`src/hdl/cpp_pkg.sv`:
```
// ----------------------------------------------------------------------------
// cpp_pkg
// Shared types, sizes and helpers for the closest pair of points search.
// ----------------------------------------------------------------------------
package cpp_pkg;

  localparam int MAX_POINTS = 256;
  localparam int COORD_BITS = 16;

  localparam int FIELD_W    = 16;
  localparam int OUT_DIST_W = 35;
  localparam int CNT_W      = $clog2(MAX_POINTS + 1);
  localparam int IDX_W      = $clog2(MAX_POINTS);
  localparam int SQ_W       = 2 * COORD_BITS;
  localparam int DIST_W     = 2 * COORD_BITS + 1;

  localparam logic [OUT_DIST_W-1:0] DIST_MAX = '1;

  typedef enum logic [1:0] {
    ST_LOAD,
    ST_SEARCH,
    ST_DRAIN
  } state_e;

  typedef struct packed {
    logic [COORD_BITS-1:0] x;
    logic [COORD_BITS-1:0] y;
  } point_t;

  typedef struct packed {
    logic   valid;
    point_t a;
    point_t b;
  } dist_req_t;

  typedef struct packed {
    logic              valid;
    logic [DIST_W-1:0] sq_sum;
    point_t            a;
    point_t            b;
  } dist_rsp_t;

  function automatic logic [FIELD_W-1:0] to_field(input logic [COORD_BITS-1:0] v);
    return FIELD_W'($signed(v));
  endfunction

  function automatic logic [OUT_DIST_W-1:0] sat_dist(input logic [DIST_W-1:0] d);
    logic [63:0] w;
    w = 64'(d);
    return (w > 64'(DIST_MAX)) ? DIST_MAX : OUT_DIST_W'(w);
  endfunction

endpackage

```
`src/hdl/cpp_cell.sv`:
```
// ----------------------------------------------------------------------------
// cpp_cell
// One ring cell: holds a point, loads a new one or takes its neighbor's.
// ----------------------------------------------------------------------------
module cpp_cell (
  input  logic            clk_i,
  input  logic            load_i,
  input  logic            shift_i,
  input  cpp_pkg::point_t load_pt_i,
  input  cpp_pkg::point_t next_pt_i,
  output cpp_pkg::point_t pt_o
);
  import cpp_pkg::*;

  point_t pt_q;

  always_ff @(posedge clk_i) begin
    if (load_i) begin
      pt_q <= load_pt_i;
    end else if (shift_i) begin
      pt_q <= next_pt_i;
    end
  end

  assign pt_o = pt_q;

endmodule

```
`config.mk`:
```
export PLATFORM = sky130hd
export DESIGN_NAME = cpp_cell
export DESIGN_NICKNAME = d
export VERILOG_FILES = /design/src/hdl/cpp_pkg.sv /design/src/hdl/cpp_cell.sv
export SDC_FILE = /design/constraint.sdc
export NUM_CORES = 1
export LEC_CHECK = 0
export ABC_AREA = 1
export BUFFER_PORTS_ARGS = -buffer_cell sky130_fd_sc_hd__buf_2
export CORE_UTILIZATION = 42
export CTS_BUF_LIST = sky130_fd_sc_hd__clkbuf_8
export CTS_CLUSTER_DIAMETER = 50
export DETAILED_ROUTE_END_ITERATION = 8
export PLACE_DENSITY = 0.81
export SLEW_MARGIN = 10
export SYNTH_ARGS = -nofsm -noshare
export SYNTH_HDL_FRONTEND = slang
export SYNTH_SLANG_ARGS = --single-unit
```
`constraint.sdc`:
```
create_clock -name clk_i -period 1.35 [get_ports clk_i]
set_input_delay 0.135 -clock clk_i [delete_from_list [all_inputs] [get_ports clk_i]]
set_output_delay 0.135 -clock clk_i [all_outputs]
set_load 0.01 [all_outputs]
```
Word-level counts from Yosys, hierarchy flattened
Index checks and enable logic that the tools add are counted.

Output and inout port bits: 32. Bits in registers: 32.

Reductions and logical operators: 1. Muxes and demuxes: 2.

Operators by type and width (count): 2-to-1 mux 32 bit (2); nonzero test 2 bit (1).

Logic depth before layout (Yosys ltp)
Word-level depth: 2. Gate-level depth with buffers: 5. Gate-level depth less buffers: 3.

Least setup slack after synthesis
OpenSTA, ideal clock, no wires.

Kind: input port to flip-flop. From: input port load_i. To: register pt_q, in the netlist pt_o[0], enable pin. Stages on the path: 2. Data required time: 1021 ps. Setup slack: 255 ps. Arrival time: 766 ps. Cell sequence: buf_6 or2_2.

Word-level cells in the longest chain between the ends: 1.

Ends and longest elaborated chain: from (decl) (line cpp_cell.sv:7) `input logic load_i,`; nonzero test 2 bit (no source line); to (signal assigned) (line cpp_cell.sv:19) `pt_q <= load_pt_i;`; to (signal assigned) (line cpp_cell.sv:21) `pt_q <= next_pt_i;`; to (decl) (line cpp_cell.sv:15) `point_t pt_q;`.

Every way passes these cells. A chain may end at the register's enable or synchronous reset.

Final worst setup path
From: register pt_q, in the netlist pt_o[0]. To: output port pt_o[0] (netlist bit).

RTL lines: to (decl) (line cpp_cell.sv:11) `output cpp_pkg::point_t pt_o`.

No word-level cell between the ends.

==> summary.md <==
| Metric | Value |
|---|---|
| Status | `complete, no violations` |
| Max Slew Vio Count | `0` |
| Fmax | `1050 MHz` |
| Crit path launch type | `register` |
| CP Buf/Inv Count | `1` |
| Unique masters post-synth | `6` |
| WP data arrival | `0.81 ns` |
| Synthesis warning total | `0` |
| Cells taking the most area after synthesis | `edfxtp_1 69%, nand2_1 26%, buf_6 3.2%, buf_4 1.6%, inv_4 0.45%` |
| Number of synthesized flops with an enable pin | `32` |
| Max Cap Violations | `0` |
| Stages on the worst setup path | `1` |
| Logic pwr share | `16.5%` |
| Total routed wirelength | `3210 um` |
| Crit-path max cell delay | `0.39 ns` |
| P&R area growth vs syn | `40.5%` |
| GR Overflow Total | `0` |
| I/O pin cnt | `99` |
| Chip height | `roughly 60 um` |
| First-pass GRT wire length | `4950 um` |
| Post-synth top cells | `96 x nand2_1, 32 x edfxtp_1, 4 x buf_6, 3 x buf_4` |
| Post-synthesis sequential area ratio | `68.6%` |
| Core area | `0.00310 sq mm` |
| Horiz. Die Dim | `59.8 um` |
| Initial core utilization | `45.2%` |
| CP max-delay cell | `edfxtp_1` |
| Asr flop ratio synth | `0%` |
| Cell Area, Placed | `0.00189 sq mm` |
| Fraction of layout cells with a size suffix above 1 | `45.6%` |
| Max reg flops | `32` |
| Switch Pwr | `561 uW` |
| Vias/cell | `between 4 and 5` |
| Syn Area/Cell | `10.2 sq um` |
| Clk pin slew, worst setup/hold paths | `~0.07 ns` |
| N_diodes | `0` |
| ANT nets after route | `0` |
| Sequential power share | `a little over half` |
| Initial antenna violation count | `0` |
| Max clock buf depth | `2` |
| Sw frac | `24.4%` |
| Iter 0 DRT Violations | `59` |
| Nets | `303` |
| Hold-fix buffers, CTS | `0` |
| Worst Min Path Start | `next_pt_i[22]` |
| Critical path type | `register to output port` |
| RSZ-0062 raised after global routing | `false` |
| Count leader, synth | `nand2_1` |
| Via count | `1,247` |
| Die area | `about 0.0036 sq mm` |
| Crit path launch | `pt_o[0]` |
| Syn nets | `about 200` |
| DRC viols | `0` |
| Cell row count | `20` |
| Max_slew headroom | `51.8%` |
| Area leader, netlist | `edfxtp_1` |
| P_int | `between 1500 and 2000 uW` |
| Mapped Cells | `137` |
| Post-layout min period | `0.948 ns` |
| Seq cells post-synth | `32` |
| TNS Setup | `0 ns` |
| Critical Path End | `pt_o[0]` |
| Worst-margin pin slew | `approximately 0.72 ns` |
| Clock sinks | `32` |
| First drt pass iteration count | `4` |
| Number of global-route vias before repair | `1,138` |
| Cts bufs inserted | `5` |
| Post-route design area | `between 0.0015 and 0.002 sq mm` |
| Setup bufs post-CTS | `0` |
| GRT Resource Usage Total | `19.2%` |
| Top FF cell, synth | `edfxtp_1` |
| Largest net degree at the start of global routing | `34` |
| Largest fanout on the critical path | `1` |
| Clock network power share | `29.4%` |
| CTS tree | `yes` |
| Worst EP required | `~1.2 ns` |
| CP Cell Sequence | `buf_2` |
| Hold Crit Class | `input pin to register` |
| Pwr/cell area | `between 1000 and 1500 mW/mm^2` |
| GP Congestion | `0.753` |
| Dpl hpwl | `2290 um` |
| Final setup violating endpoints | `0` |
| Final Cycle Share | `a little over two thirds` |
| Max VDD drop | `569 uV` |
| Final Hold Viols | `0` |
| Synthesized cell area | `0.00140 sq mm` |
| Worst setup EP type | `output port` |
| H-tree level count | `2` |
| Leak | `0.00106 uW` |
| CTS Root Cell | `clkbuf_8` |
| Share of the synthesized area in the top cell type | `around 69%` |
| CP top delay family | `flip-flops` |
| IO Port Bufs | `98` |
| Filler instances | `~290` |
| Post-CTS Resized | `0` |
| Routed len/inst | `between 10 and 15 um` |
[per-stage QoR]
step	total power, uW	utilization [%]	hold slack (ns)	cells	setup WS [ns]
after floorplan	1450	-	0.314	137	0.255
after global placement	1640	60.8	0.400	273	0.158
after detailed placement	1650	60.8	0.403	273	0.148
after CTS	2330	63.5	0.116	281	0.391
after global routing	2420	63.5	0.115	281	0.360
final	2300	63.5	0.123	281	0.402
[per-layer routing]
layer	routed length (um)	track usage (%)
met1	1250	20.4
met2	1570	33.5
met3	286	5.84
met4	98	10.6
met5	0	0
[power groups by stage]
stage / registers [uW] / logic [uW] / clock network [uW]
after global routing: 1260 / 425 / 742
after detailed placement: 1270 / 382 / 0
final: 1250 / 379 / 677
after CTS: 1250 / 384 / 700
after global placement: 1260 / 374 / 0
after floorplan: 1330 / 118 / 0
[cells in the final DEF, fill, tap and decap left out, drive strengths merged]
cell type | synthesis | final
edfxtp | 32 | 32
clkbuf | 0 | 5
clkinv | 0 | 3
nand2 | 96 | 96
inv | 1 | 1
or2 | 1 | 1
buf | 7 | 99
[layout make-up]
class	count	area (sq um)	share of cell area (%)
Timing Repair Buffer	99	498	25.3
Clock inverter	3	13.8	0.699
Sequential cell	32	961	48.8
Multi-Input combinational cell	97	367	18.6
Inverter	1	6.26	0.318
Tap cell	44	55.1	2.80
Clock buffer	5	68.8	3.49
[worst min path at each step]
stage / to / cells after the start
6_report: pt_o[22] / 3
5_1_grt: pt_o[24] / 3
4_1_cts: pt_o[24] / 3
3_3_place_gp: pt_o[18] / 3
3_5_place_dp: pt_o[19] / 3
2_1_floorplan: pt_o[0] / 2
[cells by family after synthesis]
| family | share of synthesized area (%) |
|---|---|
| buffers and inverters | 5.27 |
| DFF | 68.6 |
| and+or+nand+nor | 26.2 |
(Power assumes the default switching activity.)
