<file path="config.mk">
export PLATFORM = sky130hd
export DESIGN_NAME = cpp_dist
export DESIGN_NICKNAME = d
export VERILOG_FILES = /design/src/hdl/cpp_pkg.sv /design/src/hdl/cpp_dist.sv
export SDC_FILE = /design/constraint.sdc
export NUM_CORES = 1
export LEC_CHECK = 0
export BUFFER_PORTS_ARGS = -buffer_cell sky130_fd_sc_hd__buf_2
export CAP_MARGIN = 20
export CORE_ASPECT_RATIO = 1.4
export CORE_MARGIN = 5
export CORE_UTILIZATION = 40
export CTS_CLUSTER_DIAMETER = 40
export DETAILED_ROUTE_END_ITERATION = 8
export PLACE_DENSITY = 0.64
export SLEW_MARGIN = 15
export SYNTH_ARGS = -nofsm -noshare
export SYNTH_HDL_FRONTEND = slang
export SYNTH_SLANG_ARGS = --single-unit
</file>
<file path="constraint.sdc">
create_clock -name clk_i -period 6 [get_ports clk_i]
set_input_delay 0.9 -clock clk_i [delete_from_list [all_inputs] [get_ports clk_i]]
set_output_delay 0.9 -clock clk_i [all_outputs]
set_load 0.005 [all_outputs]
</file>
<file path="src/hdl/cpp_pkg.sv">
// ----------------------------------------------------------------------------
// cpp_pkg
// Shared types, sizes and helpers for the closest pair of points search.
// ----------------------------------------------------------------------------
package cpp_pkg;

  localparam int MAX_POINTS = 256;
  localparam int COORD_BITS = 16;

  localparam int FIELD_W    = 16;
  localparam int OUT_DIST_W = 35;
  localparam int CNT_W      = $clog2(MAX_POINTS + 1);
  localparam int IDX_W      = $clog2(MAX_POINTS);
  localparam int SQ_W       = 2 * COORD_BITS;
  localparam int DIST_W     = 2 * COORD_BITS + 1;

  localparam logic [OUT_DIST_W-1:0] DIST_MAX = '1;

  typedef enum logic [1:0] {
    ST_LOAD,
    ST_SEARCH,
    ST_DRAIN
  } state_e;

  typedef struct packed {
    logic [COORD_BITS-1:0] x;
    logic [COORD_BITS-1:0] y;
  } point_t;

  typedef struct packed {
    logic   valid;
    point_t a;
    point_t b;
  } dist_req_t;

  typedef struct packed {
    logic              valid;
    logic [DIST_W-1:0] sq_sum;
    point_t            a;
    point_t            b;
  } dist_rsp_t;

  function automatic logic [FIELD_W-1:0] to_field(input logic [COORD_BITS-1:0] v);
    return FIELD_W'($signed(v));
  endfunction

  function automatic logic [OUT_DIST_W-1:0] sat_dist(input logic [DIST_W-1:0] d);
    logic [63:0] w;
    w = 64'(d);
    return (w > 64'(DIST_MAX)) ? DIST_MAX : OUT_DIST_W'(w);
  endfunction

endpackage

</file>
<file path="src/hdl/cpp_dist.sv">
// ----------------------------------------------------------------------------
// cpp_dist
// Three-stage squared distance unit: abs difference, square, sum.
// ----------------------------------------------------------------------------
module cpp_dist (
  input  logic               clk_i,
  input  logic               rst_ni,
  input  cpp_pkg::dist_req_t req_i,
  output cpp_pkg::dist_rsp_t rsp_o,
  output logic               busy_o
);
  import cpp_pkg::*;

  logic                    v1_q, v2_q, v3_q;
  point_t                  a1_q, b1_q, a2_q, b2_q, a3_q, b3_q;
  logic signed [COORD_BITS:0] ddx, ddy;
  logic [COORD_BITS-1:0]   adx_d, ady_d, adx_q, ady_q;
  logic [SQ_W-1:0]         sqx_q, sqy_q;
  logic [DIST_W-1:0]       dist_q;

  always_comb begin
    ddx   = (COORD_BITS+1)'($signed(req_i.a.x)) - (COORD_BITS+1)'($signed(req_i.b.x));
    ddy   = (COORD_BITS+1)'($signed(req_i.a.y)) - (COORD_BITS+1)'($signed(req_i.b.y));
    adx_d = ddx[COORD_BITS] ? COORD_BITS'(-ddx) : COORD_BITS'(ddx);
    ady_d = ddy[COORD_BITS] ? COORD_BITS'(-ddy) : COORD_BITS'(ddy);
  end

  always_ff @(posedge clk_i or negedge rst_ni) begin
    if (!rst_ni) begin
      v1_q <= 1'b0;
      v2_q <= 1'b0;
      v3_q <= 1'b0;
    end else begin
      v1_q <= req_i.valid;
      v2_q <= v1_q;
      v3_q <= v2_q;
    end
  end

  always_ff @(posedge clk_i) begin
    adx_q  <= adx_d;
    ady_q  <= ady_d;
    a1_q   <= req_i.a;
    b1_q   <= req_i.b;
    sqx_q  <= SQ_W'(adx_q) * SQ_W'(adx_q);
    sqy_q  <= SQ_W'(ady_q) * SQ_W'(ady_q);
    a2_q   <= a1_q;
    b2_q   <= b1_q;
    dist_q <= DIST_W'(sqx_q) + DIST_W'(sqy_q);
    a3_q   <= a2_q;
    b3_q   <= b2_q;
  end

  assign rsp_o.valid  = v3_q;
  assign rsp_o.sq_sum = dist_q;
  assign rsp_o.a      = a3_q;
  assign rsp_o.b      = b3_q;
  assign busy_o       = v1_q | v2_q | v3_q;

endmodule

</file>
Yosys cells after proc, flatten, opt, wreduce, memory -nomap -nowiden
Index checks and enable logic that the tools add are counted.
Storage, ports and cells
  word-level logic and storage cells: 31
  bits in registers: 324
Operators by class
  $add $sub $neg: 5
  $mul: 2
  muxes and demuxes: 2
  bitwise operators: 2
Operators with widths (number)
  $mul 16x16->32: 2
  $sub 16x16->17: 2
  $add 32x32->33: 1
  $mux 16: 2
  $neg 16->16: 2
  $or 1x1->1: 2

Logic depth before layout (Yosys ltp)
  depth after elaboration: 3
  depth in mapped cells: 26

Worst setup path after synthesis
No wires, ideal clock.
  path kind: register to register
  start point: register ady_q[8]
  end point: register sqy_q[30]
  clock period less this slack: 6.117 ns
  stages on the path, launching flop included: 27
  path buffers: 2
  data required time: 5.928 ns
  setup slack: -0.117 ns
  arrival time: 6.045 ns
  cells stage by stage: dfxtp_1 > clkbuf_1 > nand2_1 > inv_1 > fa_1 > inv_1 > fa_1 > inv_1 > fa_1 > inv_1 > fa_1 > inv_1 > fa_1 > inv_1 > fa_1 > inv_1 > ha_1 > buf_2 > a21oi_1 > o21ai_0 > a21oi_1 > a311oi_1 > o31a_1 > o41ai_4 > o21ai_1 > a221oi_2 > xnor2_1
On the way
  longest elaborated chain between the ends: 1
RTL lines
  start: declaration: line cpp_dist.sv:17  | logic [COORD_BITS-1:0] adx_d, ady_d, adx_q, ady_q;
  start signal: assignment: line cpp_dist.sv:42  | ady_q <= ady_d;
  $mul 16x16->32: line cpp_dist.sv:46  | sqy_q <= SQ_W'(ady_q) * SQ_W'(ady_q);
  end signal: assignment: line cpp_dist.sv:46
  end: declaration: line cpp_dist.sv:18  | logic [SQ_W-1:0] sqx_q, sqy_q;
No other way between the ends.

Worst setup path after layout
  start point: register adx_q[10]
  end point: register sqx_q[30]
On the way
  longest elaborated chain between the ends: 1
RTL lines
  start: declaration: line cpp_dist.sv:17
  start signal: assignment: line cpp_dist.sv:41  | adx_q <= adx_d;
  $mul 16x16->32: line cpp_dist.sv:45  | sqx_q <= SQ_W'(adx_q) * SQ_W'(adx_q);
  end signal: assignment: line cpp_dist.sv:45
  end: declaration: line cpp_dist.sv:18
No other way between the ends.

==> impl_metrics.toml <==
[status]
outcome = "finished with violations"
violations = "setup timing"

[drt]
firstDrtPassIters = 5
drtIter0Drc = 709
vias_per_cell = 4.73
avgRoutedWirePerCell_um = 14.3
num_vias = 17300
antenna_left = 0
routed_wl_um = 52400
post-route-drc-count = 0

[synthesis]
synth.area.top_cells = "fa_1 (27%), dfxtp_1 (26%), ha_1 (14%)"
syn_inst = 2469
async_flop_share = 0.00932
synth_largest_area_cell = "fa_1"
synth-seq-cells = 322
synth_edf_count = 0
yosys_warnings = 0
ys.flop_type = "dfxtp_1"
ys_types = 81
syn_nets = 3127
ys_seq_area_frac = 0.265
ys_top_cells_by_count = "inv_1 (560), fa_1 (326), dfxtp_1 (319), ha_1 (265), nand2_1 (193)"
syn_area_um2 = 24400
syn_avg_cell_area_um2 = 9.89
yosysMostFrequentCell = "inv_1"
yosysTopAreaCellShare = 0.267

[critical_path]
endpoint = "sqx_q[30]"
cpLargestDelayFamily = "adder cells"
endpoint_kind = "flip-flop"
reg2reg_setup_slack_ns = -0.003
crit_chain = "buf_6 -> buf_6 -> nand2_4 -> inv_2 -> fa_1 -> inv_2 -> fa_1 -> inv_1 -> fa_2 -> fa_1 -> fa_1 -> inv_2 -> fa_1 -> inv_2 -> ha_4 -> and3_4 -> nand4_1 -> o31a_1 -> a2111o_1 -> a31oi_1 -> buf_4 -> nand2_2 -> o21ai_2 -> xor2_1"
worstSetupPathType = "reg2reg"
cp_max_fo = 4
start_kind = "flip-flop"
cp-startpoint = "adx_q[10]"
required_ns = 6.51
cp.arrival_ns = 6.51
path_buf_inv = 8
cpMostUsedCell = "fa_1"
r2r_start = "adx_q[10]"
critPathSlowestCell = "fa_1"
worst-r2r-cell-count = 24
slowest_delay_ns = 0.55
path_depth = 24
reg2reg_to = "sqx_q[30]"

[floorplanning]
rows = 107
die-area_um2 = 66100
initial_core_util = 0.402
core_um2 = 60600
chipHeight_um = 302
io_pins = 166
die_x_um = 219

[sta]
rsz0062_at_grt = "yes"
maxSlewViolCount = 0
relSlewSlack = 0.341
finalSetupViolCount = 1
worst_slack_ns = -0.00269
max_clock_freq_ghz = 0.167
tightestPinTransition_ns = 0.978
post-route-min-period_ns = 6.00
finalClockSkew_ns = 0.0169
finalHoldViolCount = 0
finalCritPeriodShare = 1.00

[placed_design]
gp_congestion = 0.871
post-dp-hpwl_um = 43700
pre_cts_ws_ns = -0.253
portBuffers = 165

[clock_network]
cts.root.buffer_cell = "clkbuf_16"
insertion_delay_ns = 0.57
cts_hold_buf = 0
cts.reportedPaths.clkPinSlew_ns = 0.06
cts_tree = "done"
clock_sink_count = 322
htree_levels = 2
clockBufferDepth = 3
cts_buffers = 40

[grt]
grt_usage = 0.163
grt_start_max_net_pins = 16
antenna_found_initial = 0
grt.overflow.total = 0
grt_pass1_vias = 19200
grt_first_pass_wirelength_um = 89100

[finish]
area_growth_pct = 20.3
layout.nets = 3471
layout-drive-gt1-share = 0.200

[run]
max-cap-violations = 0

[min_path]
hp-class = "in2async"
==> area by class of cell <==
class | count | area (µm²)
timing repair buffer | 346 | 2260
clock inverter | 23 | 264
antenna | 3 | 7.51
sequential | 322 | 6530
multi-input combinational | 1543 | 16100
inverter | 560 | 2100
fill | 5600 | 31300
tap | 817 | 1020
clock buffer | 51 | 1090
==> layer usage <==
| metal | vias to the layer above | share of wire | GRT usage |
|---|---|---|---|
| met2 | 261 | 0.53 | 0.304 |
| met1 | 8600 | 0.40 | 0.192 |
| met3 | 86 | 0.037 | 0.0256 |
| met5 | - | 0 | 0 |
| li1 | 8385 | - | - |
| met4 | 0 | 0.026 | 0.0494 |
==> layout by cell type (no fill, tap or decap), types with 41 or more instances in the layout <==
master / count
a21oi_1: 72
ha_1: 255
o21ai_0: 44
buf_2: 165
xnor2_1: 106
clkbuf_16: 41
a21o_1: 44
buf_4: 162
and2_1: 81
nand2_1: 181
inv_1: 541
dfxtp_1: 291
fa_1: 321
nor2_1: 88
==> per-stage QoR <==
| stage | utilization | std cells | hold slack (ns) | cell area [µm²] | setup TNS (ns) |
|---|---|---|---|---|---|
| after floorplan | - | 2469 | 0.310 | 24400 | -0.0336 |
| after global placement | 0.449 | 3557 | 0.310 | 27200 | -0.812 |
| after detailed placement | 0.449 | 3557 | 0.312 | 27200 | -1.45 |
| after CTS | 0.476 | 3642 | 0.0833 | 28800 | -0.0678 |
| after global routing | 0.484 | 3662 | 0.110 | 29400 | -1.58 |
| final | 0.484 | 3665 | 0.128 | 29400 | -0.00269 |
==> state kept, by name, indices dropped and copies added, names as in the netlist <==
name and count:
rsp_o 64, b1_q 32, v1_q 1, dist_q 33, v2_q 1, ady_q 16, a1_q 32, adx_q 16
a2_q 32, b2_q 32, sqy_q 31, sqx_q 31, v3_q 1
==> cell families after synthesis <==
group / after synthesis / synth area share
buffers and inverters: 604 / 0.0931
adders and majority gates: 591 / 0.403
and+or+nand+nor: 500 / 0.0996
DFF: 322 / 0.265
AOI/OAI and AO/OA: 309 / 0.0870
xor gates and xnor gates: 140 / 0.0510
muxes: 3 / 0.00133
==> worst min-delay path by stage <==
stage                           to
after floorplan            a2_q[0]
after global placement    b2_q[17]
after detailed placement  a2_q[15]
after CTS                     v2_q
after global routing          v3_q
final                         v2_q
==> repair_timing <==
action,in CTS,in global routing
pin swaps,33,56
setup buffers,11,21
setup endpoints to repair,12,17
resized for setup,57,108
cloned,0,0
Power is left out: the tool's default activity adds up to more than one toggle a clock period on the data nets, which glitch-free logic cannot reach.
